--- src/rtl/assert_macros.svh ---
// Assertion macros used by the tracker RTL.
`ifndef ASSERT_MACROS_SVH
`define ASSERT_MACROS_SVH

// Concurrent implication checked at every rising clock edge outside reset.
`define CHK_IMPLY(label, ante, cons, msg) \
  label: assert property (@(posedge clk) disable iff (rst) (ante) |-> (cons)) else $error(msg);

// Invariant checked at every clock edge outside reset.
`define CHK_ALWAYS(label, cond, msg) \
  label: assert property (@(posedge clk) disable iff (rst) (cond)) else $error(msg);

`endif

--- src/rtl/ptrt_ram.sv ---
module ptrt_ram #(
  parameter int WIDTH = 8,
  parameter int DEPTH = 16
) (
  input  logic                     clk,
  input  logic                     we,
  input  logic [$clog2(DEPTH)-1:0] waddr,
  input  logic [WIDTH-1:0]         wdata,
  input  logic [$clog2(DEPTH)-1:0] raddr,
  output logic [WIDTH-1:0]         rdata
);

  logic [WIDTH-1:0] mem [DEPTH];

  always_ff @(posedge clk) begin
    if (we) begin
      mem[waddr] <= wdata;
    end
    rdata <= mem[raddr];
  end

endmodule

--- config.mk ---
export PLATFORM = sky130hd
export DESIGN_NAME = ptrt_ram
export DESIGN_NICKNAME = d
export VERILOG_FILES = /design/src/rtl/assert_macros.svh /design/src/rtl/ptrt_ram.sv
export SDC_FILE = /design/constraint.sdc
export NUM_CORES = 1
export LEC_CHECK = 0
export ABC_AREA = 1
export BUFFER_PORTS_ARGS = -buffer_cell sky130_fd_sc_hd__buf_2
export CORE_MARGIN = 10
export CORE_UTILIZATION = 65
export DETAILED_ROUTE_END_ITERATION = 7
export PLACE_DENSITY_LB_ADDON = 0.3
export SLEW_MARGIN = 20
export SYNTH_ARGS = -nofsm -noshare
export SYNTH_HDL_FRONTEND = slang
export SYNTH_SLANG_ARGS = --single-unit
--- constraint.sdc ---
create_clock -name clk -period 2.55 [get_ports clk]
set_clock_uncertainty 0.05 [all_clocks]
set_input_delay 0.255 -clock clk [delete_from_list [all_inputs] [get_ports clk]]
set_output_delay 0.255 -clock clk [all_outputs]
set_load 0.05 [all_outputs]
==> flow_summary.yaml <==
place:
  place_inst: 663
  gp_congestion: 0.871
  hpwl_um: 7650
  dpl_worst_slack_ns: 0.805
  placed_cell_area_um2: 5900
  port_buffers: 25
global_routing:
  grt_pass1_wl_um: 20400
  grt_pass1_vias: 3807
  grt_max_degree: 65
  grt_usage_pct: 20.5
  grt_overflow: 0
  grt_antenna_before_repair: 0
timing:
  worst_slack_ns: 1.10
  setup_viol: 0
  max_freq_mhz: 689
  period_share_pct: 56.9
  slew_headroom_pct: 41.1
  post-route-min-period_ns: 1.45
  finalHoldViolations: 0
  rsz0062_at_grt: "no"
  drv_slew: 0
  worst_pin_slew_ns: 0.880
  hold-worst-slack_ns: 0.0457
  fin_setup_tns_ns: 0
pwr:
  p_leak_nw: 2.79
  peakVddDrop_uv: 605
  power_mw: 5.14
  powerDensity_nw_per_um2: 797
synthesis:
  avgSynthCellArea_um2: 10.5
  syn_inst: 551
  synthDistinctLibCells: 12
  ys_ff_latch: 136
  yosysWarnings: 0
  syn_area_um2: 5770
  synthesis.nets: 569
  ys_seq_area_share_pct: 69.4
job:
  drv_cap: 0
floorplanning:
  die-area_um2: 13000
  die_w_um: 114
  io-pin-count: 26
  start_util_pct: 66.5
  rows: 34
  core-area_um2: 8680
  die_h_um: 114
routing:
  num_vias: 3948
  drt-pass1-iter-count: 5
  wire_per_inst_um: 18.5
  ant_nets: 0
  viasPerCell: 5.68
  drt_wl_total_um: 12900
  drc: 0
  drtIter0Drc: 469
layout:
  fill_cells: 561
  n_antenna_cell: 0
  final_area_um2: 6450
  stdcell_count: 695
  syn2layout_area_growth_pct: 11.9
  drive_above_1_share_pct: 10.4
  nets: 592
  postLayoutCoreUtil_pct: 74.4
setup_path:
  crit_required_ns: 2.25
  critical_path.max_stage_delay_ns: 0.35
  cp_slowest_cell: "dfxtp_1"
  startpoint: "rdata[1]"
  reg2reg_from: "mem[1][5]"
  cp.arrival_ns: 1.15
  critPathTopFamily: "flip-flops"
  cp-end-kind: "output pin"
  critPathBufInv: 1
  criticalPathCategory: "reg2out"
  startpoint_type: "flip-flop"
  crit_fanout: 1
  path_cells: "buf_2"
clock_tree:
  clock-sinks: 136
  cts_max_path_buffers: 2
  insertion_delay_ns: 0.52
  cts_hold_buf: 0
  post_cts_resized: 0
  tritoncts: "built"
  clk_pin_slew_ns: 0.06
  cts_setup_buffers: 0
  cts_buffers: 17
  cts-root-buf: "clkbuf_8"
  htree_num_levels: 4
worst_hold_path:
  min_from: "raddr[3]"
  hold_path.class: "in2reg"
outcome:
  status: "finished, final reports clean"
==> cells in the final DEF, fill, tap and decap left out <==
| cell | n |
|---|---|
| inv_8 | 1 |
| inv_1 | 100 |
| edfxtp_1 | 128 |
| inv_6 | 5 |
| nand3b_1 | 2 |
| clkinv_4 | 1 |
| nand3_1 | 97 |
| nand2_1 | 173 |
| nor2_1 | 17 |
| clkbuf_16 | 16 |
| buf_2 | 25 |
| dfxtp_1 | 8 |
| bufinv_16 | 1 |
| inv_2 | 2 |
| clkinvlp_4 | 6 |
| clkinv_1 | 1 |
| buf_4 | 2 |
| buf_12 | 1 |
| clkbuf_8 | 1 |
==> report_power, final <==
| part | total, mW | internal (mW) | switching (mW) |
|---|---|---|---|
| clock network | 2.28 | 1.31 | 0.971 |
| registers | 2.51 | 2.50 | 0.0154 |
| logic | 0.347 | 0.0819 | 0.265 |
| total | 5.14 | 3.89 | 1.25 |
==> worst paths after layout <==
kind / endpoint / depth (start not counted) / slack, ns
setup / recovery: rdata[1] / 1 / 1.10
hold / removal: rdata[4] / 3 / 0.05
setup reg to reg: rdata[5] / 6 / 1.40
hold reg to reg: rdata[4] / 6 / 0.62
==> synthesized netlist by cell type (all sizes together) <==
library cell | instances | area share [%]
nand2 | 173 | 11
dfxtp | 8 | 2.8
inv | 102 | 6.6
buf | 24 | 2.9
nand3b | 2 | 0.26
edfxtp | 128 | 67
nand3 | 97 | 8.4
nor2 | 17 | 1.1
==> final cells by class <==
type / count / area, um^2 / area share [%]
Inverter: 102 / 383 / 5.93
Timing Repair Buffer: 28 / 160 / 2.48
Tap cell: 108 / 135 / 2.09
Clock buffer: 17 / 414 / 6.42
Multi-Input combinational cell: 289 / 1210 / 18.8
Clock inverter: 15 / 143 / 2.21
Sequential cell: 136 / 4000 / 62.1
==> logic make-up after synthesis <==
kind of cell / count (synthesis) / share of synthesized area (%)
and+or+nand+nor: 289 / 21.0
buffers and inverters: 126 / 9.52
DFF: 136 / 69.4
==> state kept, by name, summed over array words and instances (netlist names) <==
name   count
mem      128
rdata      8
==> layer usage <==
layer,GRT usage (%),up-vias,wire [um]
met1,26.3,1844,5100
met2,32.0,241,6180
met5,0,-,0
met4,9.11,0,335
met3,5.61,36,1260
li1,-,1827,-
(Power assumes the default switching activity.)
